File: config.mk
export PLATFORM = sky130hd
export DESIGN_NAME = scale_note_quantizer_top
export DESIGN_NICKNAME = d
export VERILOG_FILES = /design/src/rtl/snq_pkg.sv /design/src/rtl/snq_config.sv /design/src/rtl/snq_snap.sv /design/src/rtl/scale_note_quantizer_top.sv
export SDC_FILE = /design/constraint.sdc
export NUM_CORES = 1
export LEC_CHECK = 0
export ABC_AREA = 1
export BUFFER_PORTS_ARGS = -buffer_cell sky130_fd_sc_hd__buf_2
export CAP_MARGIN = 15
export CORE_MARGIN = 2
export CORE_UTILIZATION = 70
export CTS_CLUSTER_DIAMETER = 50
export DETAILED_ROUTE_END_ITERATION = 10
export PLACE_DENSITY = 0.95
export SYNTH_ARGS = -nofsm -noshare
export SYNTH_HDL_FRONTEND = slang
export SYNTH_SLANG_ARGS = --single-unit
File: constraint.sdc
create_clock -name clk -period 27.1 [get_ports clk]
set_input_delay 1.355 -clock clk [delete_from_list [all_inputs] [get_ports clk]]
set_output_delay 1.355 -clock clk [all_outputs]
set_load 0.02 [all_outputs]
File: src/rtl/snq_pkg.sv
// Shared constants, codes and types of the scale note quantizer.
`timescale 1ns / 1ps
`default_nettype none

package snq_pkg;

  // Notes that belong to the allowed set run from 0 to NOTE_COUNT-1.
  localparam int NOTE_COUNT = 128;
  localparam int LAST_NOTE  = NOTE_COUNT - 1;

  localparam int NOTE_W     = 7;
  localparam int NOTE_MAX   = (1 << NOTE_W) - 1;
  localparam int PC_COUNT   = 12;
  localparam int PC_W       = 4;
  localparam int SCALE_W    = 12;
  localparam int DEGREE_W   = 7;
  localparam int DEG_IDX_W  = $clog2(DEGREE_W);
  localparam int MODE_W     = 2;
  localparam int ROOT_W     = 4;
  localparam int CFG_IDX_W  = 2;
  localparam int CFG_DATA_W = 12;

  // Width that holds a note plus one octave of search distance.
  localparam int EXT_W      = $clog2(NOTE_COUNT + PC_COUNT);

  // Pitch class of the highest note in range.
  localparam int LAST_PC    = LAST_NOTE % PC_COUNT;

  // floor(n / 12) equals (n * 43) >> 9 for every 7-bit n.
  localparam int RECIP       = 43;
  localparam int RECIP_SHIFT = 9;
  localparam int RECIP_W     = NOTE_W + 6;

  localparam logic [SCALE_W-1:0] SCALE_RESET = '1;

  typedef enum logic [MODE_W-1:0] {
    MODE_PASS    = 2'd0,
    MODE_NEAREST = 2'd1,
    MODE_UP      = 2'd2,
    MODE_DOWN    = 2'd3
  } snap_mode_t;

  typedef enum logic [CFG_IDX_W-1:0] {
    REG_ROOT   = 2'd0,
    REG_SCALE  = 2'd1,
    REG_DEGREE = 2'd2,
    REG_MODE   = 2'd3
  } cfg_reg_t;

  // Settings as the snapping logic needs them: the allowed pitch classes
  // in absolute terms (bit p is pitch class p, C = 0) and the snap mode.
  typedef struct packed {
    logic [SCALE_W-1:0] pc_mask;
    snap_mode_t         mode;
  } snq_cfg_t;

endpackage

`default_nettype wire

File: src/rtl/snq_config.sv
// Configuration registers and the derived absolute pitch-class mask.
`timescale 1ns / 1ps
`default_nettype none

module snq_config
  import snq_pkg::*;
(
  input  wire logic                  clk,
  input  wire logic                  rst,
  input  wire logic                  wr_en,
  input  wire cfg_reg_t              wr_index,
  input  wire logic [CFG_DATA_W-1:0] wr_data,
  output snq_cfg_t                   cfg
);

  logic [ROOT_W-1:0]   root_pitch;
  logic [SCALE_W-1:0]  scale_mask;
  logic [DEGREE_W-1:0] degree_mask;
  snap_mode_t          snap_mode;
  logic [SCALE_W-1:0]  pc_mask;
  logic [SCALE_W-1:0]  pc_mask_next;

  always_ff @(posedge clk) begin
    if (rst) begin
      root_pitch  <= '0;
      scale_mask  <= SCALE_RESET;
      degree_mask <= '0;
      snap_mode   <= MODE_PASS;
    end else if (wr_en) begin
      unique case (wr_index)
        REG_ROOT:   root_pitch  <= wr_data[ROOT_W-1:0];
        REG_SCALE:  scale_mask  <= wr_data[SCALE_W-1:0];
        REG_DEGREE: degree_mask <= wr_data[DEGREE_W-1:0];
        REG_MODE:   snap_mode   <= snap_mode_t'(wr_data[MODE_W-1:0]);
      endcase
    end
  end

  // Degree k+1 is the k-th set bit of the scale mask. Each interval's rank
  // is counted on its own, so the bits are independent of one another.
  always_comb begin
    logic [SCALE_W-1:0]     act;
    logic [SCALE_W-1:0]     picked;
    logic [(1<<DEG_IDX_W)-1:0] deg_ext;
    logic [PC_W-1:0]        root_eff;
    logic [PC_W-1:0]        rank;
    logic [PC_W:0]          rot;
    picked  = '0;
    deg_ext = (1 << DEG_IDX_W)'(degree_mask);
    for (int i = 0; i < SCALE_W; i++) begin
      rank = PC_W'($countones(scale_mask & ((SCALE_W'(1) << i) - SCALE_W'(1))));
      picked[i] = scale_mask[i] && (rank < PC_W'(DEGREE_W)) && deg_ext[rank[DEG_IDX_W-1:0]];
    end
    if (degree_mask == '0 || picked == '0) begin
      act = scale_mask;
    end else begin
      act = picked;
    end
    // A root beyond B counts as C.
    root_eff = (root_pitch > ROOT_W'(PC_COUNT - 1)) ? '0 : root_pitch;
    for (int p = 0; p < PC_COUNT; p++) begin
      rot = (PC_W + 1)'(p + PC_COUNT) - (PC_W + 1)'(root_eff);
      if (rot >= (PC_W + 1)'(PC_COUNT)) begin
        rot = rot - (PC_W + 1)'(PC_COUNT);
      end
      pc_mask_next[p] = act[rot[PC_W-1:0]];
    end
  end

  always_ff @(posedge clk) begin
    if (rst) begin
      pc_mask <= SCALE_RESET;
    end else begin
      pc_mask <= pc_mask_next;
    end
  end

  assign cfg.pc_mask = pc_mask;
  assign cfg.mode    = snap_mode;

endmodule

`default_nettype wire

File: src/rtl/snq_snap.sv
// Snaps one note to the allowed pitch classes by a twelve-wide search.
`timescale 1ns / 1ps
`default_nettype none

module snq_snap
  import snq_pkg::*;
(
  input  wire logic [NOTE_W-1:0] note,
  input  wire snq_cfg_t          cfg,
  output logic [NOTE_W-1:0]      result
);

  // Distance from pitch class pc up to the first allowed class.
  function automatic logic [PC_W-1:0] dist_up(input logic [SCALE_W-1:0] mask,
                                              input logic [PC_W-1:0] pc);
    logic [PC_W-1:0] d;
    logic [PC_W:0]   idx;
    d = '0;
    for (int k = PC_COUNT - 1; k >= 0; k--) begin
      idx = (PC_W + 1)'(pc) + (PC_W + 1)'(k);
      if (idx >= (PC_W + 1)'(PC_COUNT)) begin
        idx = idx - (PC_W + 1)'(PC_COUNT);
      end
      if (mask[idx[PC_W-1:0]]) begin
        d = PC_W'(k);
      end
    end
    return d;
  endfunction

  // Distance from pitch class pc down to the first allowed class.
  function automatic logic [PC_W-1:0] dist_dn(input logic [SCALE_W-1:0] mask,
                                              input logic [PC_W-1:0] pc);
    logic [PC_W-1:0] d;
    logic [PC_W:0]   idx;
    d = '0;
    for (int k = PC_COUNT - 1; k >= 0; k--) begin
      idx = (PC_W + 1)'(pc) + (PC_W + 1)'(PC_COUNT - k);
      if (idx >= (PC_W + 1)'(PC_COUNT)) begin
        idx = idx - (PC_W + 1)'(PC_COUNT);
      end
      if (mask[idx[PC_W-1:0]]) begin
        d = PC_W'(k);
      end
    end
    return d;
  endfunction

  logic [RECIP_W-1:0] prod;
  logic [PC_W-1:0]    octave;
  logic [NOTE_W-1:0]  rem;
  logic [PC_W-1:0]    pc;
  logic [PC_W-1:0]    d_up;
  logic [PC_W-1:0]    d_dn;
  logic [PC_W-1:0]    d_high;
  logic [PC_W-1:0]    d_low;
  logic [EXT_W-1:0]   above;
  logic [NOTE_W-1:0]  below;
  logic [EXT_W-1:0]   highest;
  logic [EXT_W-1:0]   lowest;
  logic               has_above;
  logic               has_below;
  logic [EXT_W-1:0]   pick;

  always_comb begin
    prod   = RECIP_W'(note) * RECIP_W'(RECIP);
    octave = PC_W'(prod >> RECIP_SHIFT);
    rem    = note - NOTE_W'(octave) * NOTE_W'(PC_COUNT);
    if (rem >= NOTE_W'(PC_COUNT)) begin
      rem = rem - NOTE_W'(PC_COUNT);
    end
    pc = rem[PC_W-1:0];
  end

  assign d_up   = dist_up(cfg.pc_mask, pc);
  assign d_dn   = dist_dn(cfg.pc_mask, pc);
  assign d_high = dist_dn(cfg.pc_mask, PC_W'(LAST_PC));
  assign d_low  = dist_up(cfg.pc_mask, '0);

  assign above     = EXT_W'(note) + EXT_W'(d_up);
  assign has_above = (above <= EXT_W'(LAST_NOTE));
  assign has_below = (NOTE_W'(d_dn) <= note);
  assign below     = note - NOTE_W'(d_dn);
  assign highest   = EXT_W'(LAST_NOTE) - EXT_W'(d_high);
  assign lowest    = EXT_W'(d_low);

  always_comb begin
    pick = EXT_W'(note);
    if (cfg.pc_mask != '0) begin
      case (cfg.mode)
        MODE_PASS:    pick = EXT_W'(note);
        MODE_NEAREST: begin
          if (!has_below) begin
            pick = above;
          end else if (!has_above) begin
            pick = EXT_W'(below);
          end else if (d_dn <= d_up) begin
            pick = EXT_W'(below);
          end else begin
            pick = above;
          end
        end
        MODE_UP:      pick = has_above ? above : highest;
        MODE_DOWN:    pick = has_below ? EXT_W'(below) : lowest;
      endcase
    end
    if (pick > EXT_W'(NOTE_MAX)) begin
      result = NOTE_W'(NOTE_MAX);
    end else begin
      result = pick[NOTE_W-1:0];
    end
  end

endmodule

`default_nettype wire

File: src/rtl/scale_note_quantizer_top.sv
// Top level of the scale note quantizer: handshake stages and submodules.
`timescale 1ns / 1ps
`default_nettype none

// Channel   Handshake                   Payload
// note      note_valid / note_ready     note_in   (7 bits, MIDI note)
// result    result_valid / result_ready note_out  (7 bits, snapped note)
// config    cfg_valid / cfg_ready       cfg_index (2 bits), cfg_data (12 bits)
//
// One note beat is accepted every cycle unless both stages are full and
// the result is stalled; each note passes through an input register and
// a result register. The single-cycle rate is set by the twelve-wide
// pitch-class search between those two registers.
// Reset is synchronous and active high; it empties both stages and loads
// the register reset values (root C, full chromatic scale, pass through).
// A stalled result holds its stage; the input stage keeps taking a beat
// as long as either stage has room, so a full stall backs up in two beats.

module scale_note_quantizer_top
  import snq_pkg::*;
(
  input  wire logic                  clk,
  input  wire logic                  rst,
  input  wire logic                  note_valid,
  output logic                       note_ready,
  input  wire logic [NOTE_W-1:0]     note_in,
  output logic                       result_valid,
  input  wire logic                  result_ready,
  output logic [NOTE_W-1:0]          note_out,
  input  wire logic                  cfg_valid,
  output logic                       cfg_ready,
  input  wire logic [CFG_IDX_W-1:0]  cfg_index,
  input  wire logic [CFG_DATA_W-1:0] cfg_data
);

  snq_cfg_t          cfg;
  logic              s1_valid;
  logic [NOTE_W-1:0] s1_note;
  logic [NOTE_W-1:0] snap_note;
  logic              out_en;
  logic              s1_en;

  // Register writes are always accepted.
  assign cfg_ready = 1'b1;

  snq_config u_config (
    .clk      (clk),
    .rst      (rst),
    .wr_en    (cfg_valid && cfg_ready),
    .wr_index (cfg_reg_t'(cfg_index)),
    .wr_data  (cfg_data),
    .cfg      (cfg)
  );

  // The result register loads when it is empty or its beat is being taken;
  // the input register loads when it is empty or moves forward.
  assign out_en     = !result_valid || result_ready;
  assign s1_en      = !s1_valid || out_en;
  assign note_ready = s1_en;

  always_ff @(posedge clk) begin
    if (rst) begin
      s1_valid <= 1'b0;
    end else if (s1_en) begin
      s1_valid <= note_valid;
    end
  end

  always_ff @(posedge clk) begin
    if (s1_en && note_valid) begin
      s1_note <= note_in;
    end
  end

  snq_snap u_snap (
    .note   (s1_note),
    .cfg    (cfg),
    .result (snap_note)
  );

  always_ff @(posedge clk) begin
    if (rst) begin
      result_valid <= 1'b0;
    end else if (out_en) begin
      result_valid <= s1_valid;
    end
  end

  always_ff @(posedge clk) begin
    if (out_en && s1_valid) begin
      note_out <= snap_note;
    end
  end

  // In pass-through mode a note moves to the result unchanged.
  assert property (@(posedge clk) disable iff (rst)
    s1_valid && out_en && cfg.mode == MODE_PASS |=> note_out == $past(s1_note))
    else $error("pass-through mode altered the note");

  // With no allowed pitch class every note passes through.
  assert property (@(posedge clk) disable iff (rst)
    s1_valid && out_en && cfg.pc_mask == '0 |=> note_out == $past(s1_note))
    else $error("empty scale altered the note");

  // The input side only stalls when both stages hold a beat and the
  // result is not being taken.
  assert property (@(posedge clk) disable iff (rst)
    !note_ready |-> s1_valid && result_valid && !result_ready)
    else $error("input stalled while a stage had room");

endmodule

`default_nettype wire

; ---- Word level (Yosys, flattened, before mapping)
; Cells that the tools add are included.
[word_totals]
ff_bits = 53
in_bits = 26
out_inout_bits = 10
wordCells = 360
[op_classes]
addsub = 71
mul = 2
order_cmp = 78
eq_ne = 6
n_mux = 155
n_reduce_logical = 39
[op_table]
columns = cell, count
row1 = $mux W4, 75
row2 = $lt A4 B5 Y1 const B, 25
row3 = $ge A5 B4 Y1 const B, 24
row4 = $sub A4 B4 Y4 const B, 26
row5 = $bmux W1 S4, 25
row6 = $lt A3 B4 Y1 const B, 10
row7 = $lt A4 B3 Y1 const B, 10
row8 = $mux W8, 5
row9 = $sub A5 B4 Y5 const A, 8
row10 = $mux W1, 37
row11 = $pmux W8 S4, 1
row12 = $bmux W1 S3, 10
row13 = $add A4 B4 Y4, 7
row14 = $add A4 B4 Y5 const B, 5
row15 = $logic_and A1 B1 Y1, 25
row16 = $add A4 B1 Y4, 5
row17 = $add A4 B3 Y5 const B, 4
row18 = $sub A4 B4 Y5 const A, 4
row19 = $mul A7 B6 Y13 const B, 1
row20 = $logic_not A12 Y1, 1
row21 = $mux W12, 1
row22 = $reduce_bool A12 Y1, 1
row23 = $add A1 B1 Y2, 5
row24 = $add A4 B2 Y5 const B, 2
row25 = other kinds (23), 34

; ---- Longest topological paths before layout
; Gate-level depths: netlist of the first run.
[logic_depth]
word_depth = 29
mapped_depth = 71
ltp_nobuf = 71

; ---- Cells and area by module
; Synthesis of the first run repeated with hierarchy kept, for this count alone.
[unflattened]
cells_unflattened = 1468
area_unflattened_um2 = 9033.7
[modules_own_cells]
columns = mod, instances, cells_each, area_per_inst_um2, seq_area_each_um2
row1 = snq_config, 1, 704, 4364.2, 740.7
row2 = snq_snap, 1, 736, 4146.5, 0.0
row3 = scale_note_quantizer_top, 1, 28, 523.0, 460.4

; ---- Worst setup path before layout of the first run
; No wires, ideal clock.
[synth_path]
path_type = register -> register
startpoint = register s1_note[4]
endpoint = register note_out[0], data pin
setup_time_ns = 0.266
t_arrival_ns = 8.804
t_required_ns = 26.834
path_slack_ns = 18.031
path_stages_with_launch = 57
n_path_buf = 0
synth_period_minus_slack_ns = 9.069
path_cell_list = edfxtp_1 ha_1 fa_1 inv_1 fa_1 inv_1 ha_1 a21oi_1 nand2_1 a21o_1 nand2_1 nand2_1 xnor2_1 inv_1 ha_1 fa_1 inv_1 ha_1 (+21 left out) nand2_1 nand2_1 inv_1 ha_1 nand2_1 nor2_1 a211oi_1 nor2_1 o21ai_0 nor2_1 inv_1 nand2_1 nand2_1 inv_1 o21ai_0 a21oi_1 o21ai_0 o21ai_0
[synth_between]
elab_chain_cells = 29
word_cells_on_any_way = 120
cone_classes = add/sub (29) / mul (2) / order compare (18) / mux (71)
[synth_lines]
columns = item, line_no
row1 = from (decl), scale_note_quantizer_top.sv:38  ; logic [NOTE_W-1:0] s1_note;
row2 = from (signal assigned), scale_note_quantizer_top.sv:71  ; s1_note <= note_in;
row3 = $mul A7 B6 Y13, snq_snap.sv:66  ; prod = RECIP_W'(note) * RECIP_W'(RECIP);
row4 = $mul A4 B2 Y5, snq_snap.sv:68  ; rem = note - NOTE_W'(octave) * NOTE_W'(PC_COUNT);
row5 = $sub A7 B7 Y7, snq_snap.sv:68
row6 = $ge A7 B4 Y1 or $sub A4 B4 Y4 (tied branches), "snq_snap.sv:69, snq_snap.sv:70"
row7 = $mux W4, snq_snap.sv:69  ; if (rem >= NOTE_W'(PC_COUNT)) begin
row8 = $add A4 B4 Y5 or $add A4 B1 Y5 (tied branches), "snq_snap.sv:20, snq_snap.sv:38"
row9 = $sub A4 B4 Y4 or $ge A5 B4 Y1 (tied branches), n/a
row10 = $mux W4, "snq_snap.sv:21, snq_snap.sv:39"
row11 = (+2 left out), n/a
row12 = "$mux W4, on equally long branches (12 in a row)", "snq_snap.sv:24, snq_snap.sv:42"
row13 = "$add A7 B4 Y8, or another cell as far along", snq_snap.sv:80  ; assign above = EXT_W'(note) + EXT_W'(d_up);
row14 = $le A8 B7 Y1 or $mux W8 (tied branches), "snq_snap.sv:81, snq_snap.sv:97"
row15 = $mux W8, snq_snap.sv:95  ; end else if (!has_above) begin
row16 = $mux W8, snq_snap.sv:93  ; if (!has_below) begin
row17 = $pmux W8 S4, snq_snap.sv:90  ; case (cfg.mode)
row18 = $mux W8 *, snq_snap.sv:89  ; if (cfg.pc_mask != '0) begin
row19 = $gt A8 B7 Y1, snq_snap.sv:107  ; if (pick > EXT_W'(NOTE_MAX)) begin
row20 = to (signal assigned), scale_note_quantizer_top.sv:91  ; note_out <= snap_note;
row21 = to (decl), scale_note_quantizer_top.sv:29  ; output logic [NOTE_W-1:0] note_out,
; Mark *: on every way between the ends. The rest lies on a longest branch, timed or not. The select of a mux whose other input is x is not followed.
; A chain may end at the register's enable or synchronous reset.

; ---- Final worst setup path of the first run
; Same ends and word-level chain as after synthesis.

==> flow_summary_export.csv, run 1 <==
group,metric,value,unit
status,status,"finished, final reports clean",
global_route,grt_max_degree,36,
sta,slew_viol_final,0,
cts,root_buffer,"clkbuf_16",
sta,setup_tns,0,ps
detailed_routing,routed_wl,21100,um
sta,rsz0062_at_grt,"false",
floorplan,die_area,12600,um2
synth,yosys.area.top_type,"ha_1",
synth,synthFlopType,"dfxtp_1",
setup_path,crit_family,"adder cells",
synth,synth_fa_ha_area_share,21.6,%
detailed_routing,num_vias,8647,
cts,clk_pin_slew_worst_paths,70,ps
detailed_routing,drt_iter0_markers,805,
synth,syn_area,8210,um2
synth,synth_cells,1281,
finish,fillers,908,
global_route,grt_pass1_wl,36100,um
synth,syn_area_per_cell,6.41,um2
floorplan,rows,39,
finish,nNetsFinal,1460,
synth,ys_ff_latch,53,
floorplan,initial_core_util,71.9,%
finish,drive_above_1_share,6.66,%
cts,clock_latency,290,ps
placed_design,dpl.cell_count,1441,
placed_design,placed_cell_area,8490,um2
synth,ys_types,53,
floorplan,die_w,112,um
finish,ff_latch_area,1200,um2
cts,clock-sinks,53,
sta,slew_headroom,37.9,%
setup_path,crit_required,27130,ps
cts,ctsResizeCount,0,
min_path,min_path_type,"reg2reg",
sta,layout_min_cycle_time,10590,ps
detailed_routing,viasPerCell,5.97,
cts,cts_tree,"yes",
finish,antenna_cells,0,
synth,synth_top_family_by_area,"simple AND/OR/NAND/NOR gates",
sta,finClkSkew,9.87,ps
detailed_routing,post_drt_wl_per_cell,14.6,um
floorplan,die_h,112,um
synth,postSynth.asyncResetShare,0,%
setup_path,crit_buf_inv,12,
setup_path,critPathSlowestCell,"edfxtp_1",
setup_path,worst_path_largest_cell_delay,620,ps
synth,yosysWarnings,0,
synth,synth-compound-area-share,22.3,%
setup_path,worst-path-max-fanout,11,
floorplan,core_area,11400,um2
sta,finalSetupViolCount,0,
global_route,grt_usage,33.7,%
synth,muxShareOfSynthArea,0.488,%
placed_design,place.gp.congestion,0.987,
placed_design,hpwlAfterDp,16800,um
sta,max_freq,94.4,MHz
setup_path,cp-start-kind,"flop",
synth,ys_seq_area_share,14.6,%
detailed_routing,drc,0,
synth,yosysTopAreaCellShare,16.5,%
setup_path,endpoint_kind,"flop",
cts,ctsHoldBuffers,0,
cts,postCtsSetupRepairBufs,0,
finish,postLayoutCellArea,8640,um2
finish,multi_input_area,6140,um2
sta,tightestPinTransition,930,ps
global_route,grt_pass1_vias,8042,
run,maxCapViolCount,0,
global_route,gr-total-overflow,0,
finish,final_common_cell,"nand2_1",
detailed_routing,firstDrtPassIters,6,
synth,synth_xor_area_share,3.40,%
sta,finalHoldViolCount,0,
cts,cts_buffer_depth,2,
cts,htreeDepth,2,
sta,period_share,39.1,%
setup_path,critPathArrivalTime,10620,ps
placed_design,portBuffers,34,
synth,synth_edf_count,14,
cts,cts_buffers,5,
floorplan,io_pins,36,
setup_path,crit_top_cell,"nand2_1",
finish,layout_common_cells,"nand2_1 (304), inv_1 (201), o21ai_0 (150)",
global_route,antenna_found_initial,0,
sta,hold_ws,488,ps
synth,ys_top_cells_by_area,"ha_1 (16%), nand2_1 (14%), dfxtp_1 (9.5%)",
synth,syn-num-nets,1436,
setup_path,crit_type,"reg2reg",
finish,areaGrowthSynthToFinish,5.27,%
detailed_routing,ant_nets,0,
synth,yosys.area_share.simple,27.0,%
finish,final_cells,1449,
-- routing by layer --
layer	global-route usage (%)	share of wire, %	up-vias	wire (um)
li1	-	-	4319	-
met1	41.8	40	3853	8490
met2	60.0	49	404	10300
met3	4.27	8.1	71	1700
met4	12.4	3.2	0	676
met5	0	0	-	0
-- per-stage QoR --
step	setup WS (ps)	utilization (%)
after global routing	15660	75.7
after CTS	16720	75.7
final	16510	75.7
after global placement	17220	74.3
after floorplan	18030	-
after detailed placement	16800	74.3
-- final cells by class --
class,instances,area share (%)
inverter,208,9.03
clock buffer,6,1.61
clock inverter,2,0.203
sequential,53,13.9
timing repair buffer,36,2.14
tap,143,2.07
multi-input combinational,1001,71.0
-- worst reg2reg max path, delay by kind of cell (launching register included) --
family | cells | cell delay, ps
adder cells (fa/ha/maj) | 10 | 3240
AND/OR/NAND/NOR | 21 | 2680
AO/OA/AOI/OAI | 15 | 2370
buffers and inverters | 12 | 1070
flip-flops | 1 | 620
XOR/XNOR | 2 | 370
-- state kept, by name (all words and copies together) (netlist names) --
name,count
u_config.scale_mask,12
u_config.root_pitch,4
result_valid,1
note_out,7
u_config.degree_mask,7
s1_note,7
s1_valid,1
u_config.pc_mask,12
u_config.snap_mode,2
-- cells by family after synthesis --
group                    count (synthesis)
buffers and inverters                  227
adder cells (fa/ha/maj)                129
flip-flops                              53
multiplexers                             4
AO/OA/AOI/OAI                          320
other                                    1
XOR/XNOR                                31
AND/OR/NAND/NOR                        516
-- path summary, 6_finish.rpt --
path                                                  end                  start  slack, ps  cells after the start
worst max register to register  note_out[0]$_SDFFCE_PN1P_   s1_note[4]$_DFFE_PP_      16510                     60
worst min-delay path            result_valid$_SDFFE_PP0P_  s1_valid$_SDFFE_PP0N_        490                      2
worst min register to register  result_valid$_SDFFE_PP0P_  s1_valid$_SDFFE_PP0N_        490                      2
worst max-delay path            note_out[0]$_SDFFCE_PN1P_   s1_note[4]$_DFFE_PP_      16510                     60
-- synthesized netlist by cell type, types with 3 or more instances --
cell and count:
dfxtp_1 39, o21ai_0 150, nand4_1 7, inv_2 5
o21ai_1 4, nor2_1 82, ha_1 108, o31ai_1 3
a211oi_1 7, nand2_2 13, a31oi_1 6, nand2_4 6
inv_1 201, o211ai_1 30, xnor2_1 8, nand2_1 304
o221ai_1 5, xor2_1 22, clkbuf_1 13, mux2i_1 4
a21oi_1 86, nand3_2 3, o311ai_0 5, buf_2 4
o21bai_1 4, edfxtp_1 14, fa_1 21, nor2_2 3
nor3_1 7, nand3_1 83
Power of run 1 is left out: the tool's default activity adds up to more than one toggle a clock period on the data nets, which glitch-free logic cannot reach.
==> run 2: changes to the inputs <==
--- a/config.mk
+++ b/config.mk
@@ -9,10 +9,10 @@
 export BUFFER_PORTS_ARGS = -buffer_cell sky130_fd_sc_hd__buf_2
 export CAP_MARGIN = 15
 export CORE_MARGIN = 2
-export CORE_UTILIZATION = 70
+export CORE_UTILIZATION = 58
 export CTS_CLUSTER_DIAMETER = 50
 export DETAILED_ROUTE_END_ITERATION = 10
-export PLACE_DENSITY = 0.95
+export PLACE_DENSITY = 0.89
 export SYNTH_ARGS = -nofsm -noshare
 export SYNTH_HDL_FRONTEND = slang
 export SYNTH_SLANG_ARGS = --single-unit
==> constraint.sdc (replaced) <==
create_clock -name clk -period 9.55 [get_ports clk]
set_input_delay 0.4775 -clock clk [delete_from_list [all_inputs] [get_ports clk]]
set_output_delay 0.4775 -clock clk [all_outputs]
set_load 0.02 [all_outputs]
==> run 2 against run 1 <==
Net effect: the flow now finishes with violations (negative setup slack); highest routed layer unchanged; cell count up 4.5%; global-route usage down 5.5 points; final area up 7.0%.
==> flow_summary_export.csv, run 2 (same netlist as run 1, synthesis figures left out) <==
group,metric,value,unit
floorplan,die_h,123,um
cts,clk_pin_slew_worst_paths,80,ps
setup_path,worst_path_largest_cell_delay,520,ps
floorplan,core_area,13900,um2
cts,cts_buffers,5,
status,violations,"negative setup slack",
global_route,gr-total-overflow,0,
setup_path,crit_start,"s1_note[4]$_DFFE_PP_",
global_route,grt_usage,28.2,%
placed_design,pre_cts_slack,-224,ps
finish,final_common_cell,"nand2_1",
detailed_routing,num_vias,8947,
cts,clock_latency,290,ps
cts,cts_buffer_depth,2,
sta,tightestPinTransition,902,ps
floorplan,die_w,123,um
cts,ctsHoldBuffers,0,
detailed_routing,firstDrtPassIters,7,
placed_design,dpl.cell_count,1488,
sta,setup_tns,-259,ps
detailed_routing,post_drt_wl_per_cell,15.0,um
detailed_routing,routed_wl,22700,um
floorplan,die_area,15100,um2
setup_path,cp-start-kind,"flop",
sta,max_freq,104,MHz
cts,cts_tree,"yes",
setup_path,r2r-end,"note_out[0]$_SDFFCE_PN1P_",
floorplan,io_pins,36,
detailed_routing,viasPerCell,5.91,
detailed_routing,drc,0,
sta,finalSetupViolCount,6,
finish,areaGrowthSynthToFinish,12.6,%
setup_path,ff2ff_setup_slack,-100,ps
sta,finalHoldViolCount,0,
detailed_routing,drt_iter0_markers,683,
floorplan,initial_core_util,59.1,%
cts,root_buffer,"clkbuf_16",
sta,layout_min_cycle_time,9650,ps
placed_design,placed_cell_area,8610,um2
finish,layout_common_cells,"nand2_1 (289), inv_1 (193), o21ai_0 (136)",
finish,largestRegisters,"u_config.pc_mask (12), u_config.scale_mask (12)",
setup_path,crit_top_cell,"nand2_1",
finish,nNetsFinal,1488,
finish,drive_above_1_share,13.8,%
global_route,grt_max_degree,36,
setup_path,endpoint_kind,"flop",
sta,fin_ws,-96.8,ps
floorplan,rows,43,
global_route,antenna_found_initial,0,
setup_path,endpoint,"note_out[0]$_SDFFCE_PN1P_",
sta,finClkSkew,8.53,ps
sta,slew_headroom,39.8,%
sta,period_share,101,%
setup_path,critPathArrivalTime,9690,ps
run,maxCapViolCount,0,
detailed_routing,ant_nets,0,
setup_path,critPathSlowestCell,"fa_2",
finish,antenna_cells,0,
cts,clock-sinks,53,
setup_path,crit_type,"reg2reg",
setup_path,timing.rr.start,"s1_note[4]$_DFFE_PP_",
sta,slew_viol_final,0,
min_path,min_path_type,"in2reg",
placed_design,hpwlAfterDp,16600,um
cts,htreeDepth,2,
setup_path,reg2reg_depth,54,
placed_design,place.gp.congestion,0.962,
status,status,"complete, but fails checks",
setup_path,crit_required,9590,ps
global_route,grt_pass1_vias,7893,
finish,final_cells,1514,
finish,postLayoutCellArea,9250,um2
global_route,grt_pass1_wl,35200,um
setup_path,worst-path-max-fanout,10,
placed_design,portBuffers,34,
==> run 2: cell types whose count changed in the layout (fill, tap and decap cells not counted), moves of 9 or more <==
cell | before | now
buf_4 | 2 | 25
nand2_1 | 304 | 289
ha_1 | 108 | 94
o21ai_0 | 150 | 136
a21oi_1 | 86 | 75
nand2_2 | 13 | 24
a21oi_2 | 2 | 12
o21ai_1 | 4 | 13
==> run 2: area by class of cell <==
class,count,area [um2]
multi-input cells,1001,6480
fillers,1157,4640
flip-flops and latches,53,1200
inverters,208,781
repair buffers,64,414
well taps,180,225
clock buffers,5,125
clock inverters,3,21.3
==> run 2: through the flow <==
step / utilization, % / hold slack [ps]
finish: 66.6 / 353
global route: 66.6 / 353
CTS: 63.2 / 353
detailed placement: 62.0 / 481
global placement: 62.0 / 463
floorplan: - / 445
==> run 2: per-layer routing <==
metal	track usage, %	share of wire, %
met2	51.6	49
met3	2.63	6.7
met5	0	0
met4	8.52	2.8
met1	34.9	41
==> run 2: worst max-delay path, delay by kind of cell, from the launching register on <==
kind / cells / cell delay [ps]
AOI/OAI and AO/OA: 12 / 1940
xor gates and xnor gates: 2 / 360
adders and majority gates: 9 / 2960
buffers and inverters: 7 / 780
DFF: 1 / 510
and+or+nand+nor: 24 / 2860
==> run 2: worst min path at each step <==
| stage | start | end | slack (ps) | cells past startpoint |
|---|---|---|---|---|
| final | note_in[1] | s1_note[1]$_DFFE_PP_ | 350 | 1 |
| after global routing | note_in[2] | s1_note[2]$_DFFE_PP_ | 350 | 1 |
| after CTS | note_in[1] | s1_note[1]$_DFFE_PP_ | 350 | 1 |
| after detailed placement | s1_valid$_SDFFE_PP0N_ | result_valid$_SDFFE_PP0P_ | 480 | 2 |
| after global placement | s1_valid$_SDFFE_PP0N_ | result_valid$_SDFFE_PP0P_ | 460 | 2 |
| after floorplan | s1_valid$_SDFFE_PP0N_ | result_valid$_SDFFE_PP0P_ | 440 | 2 |
==> run 2: timing repair <==
action                     CTS  global route
buffers inserted             0            18
setup endpoints to repair    7             7
gates resized for setup      7            92
pin swaps                    0            45
Power of run 2 is left out for the same reason.
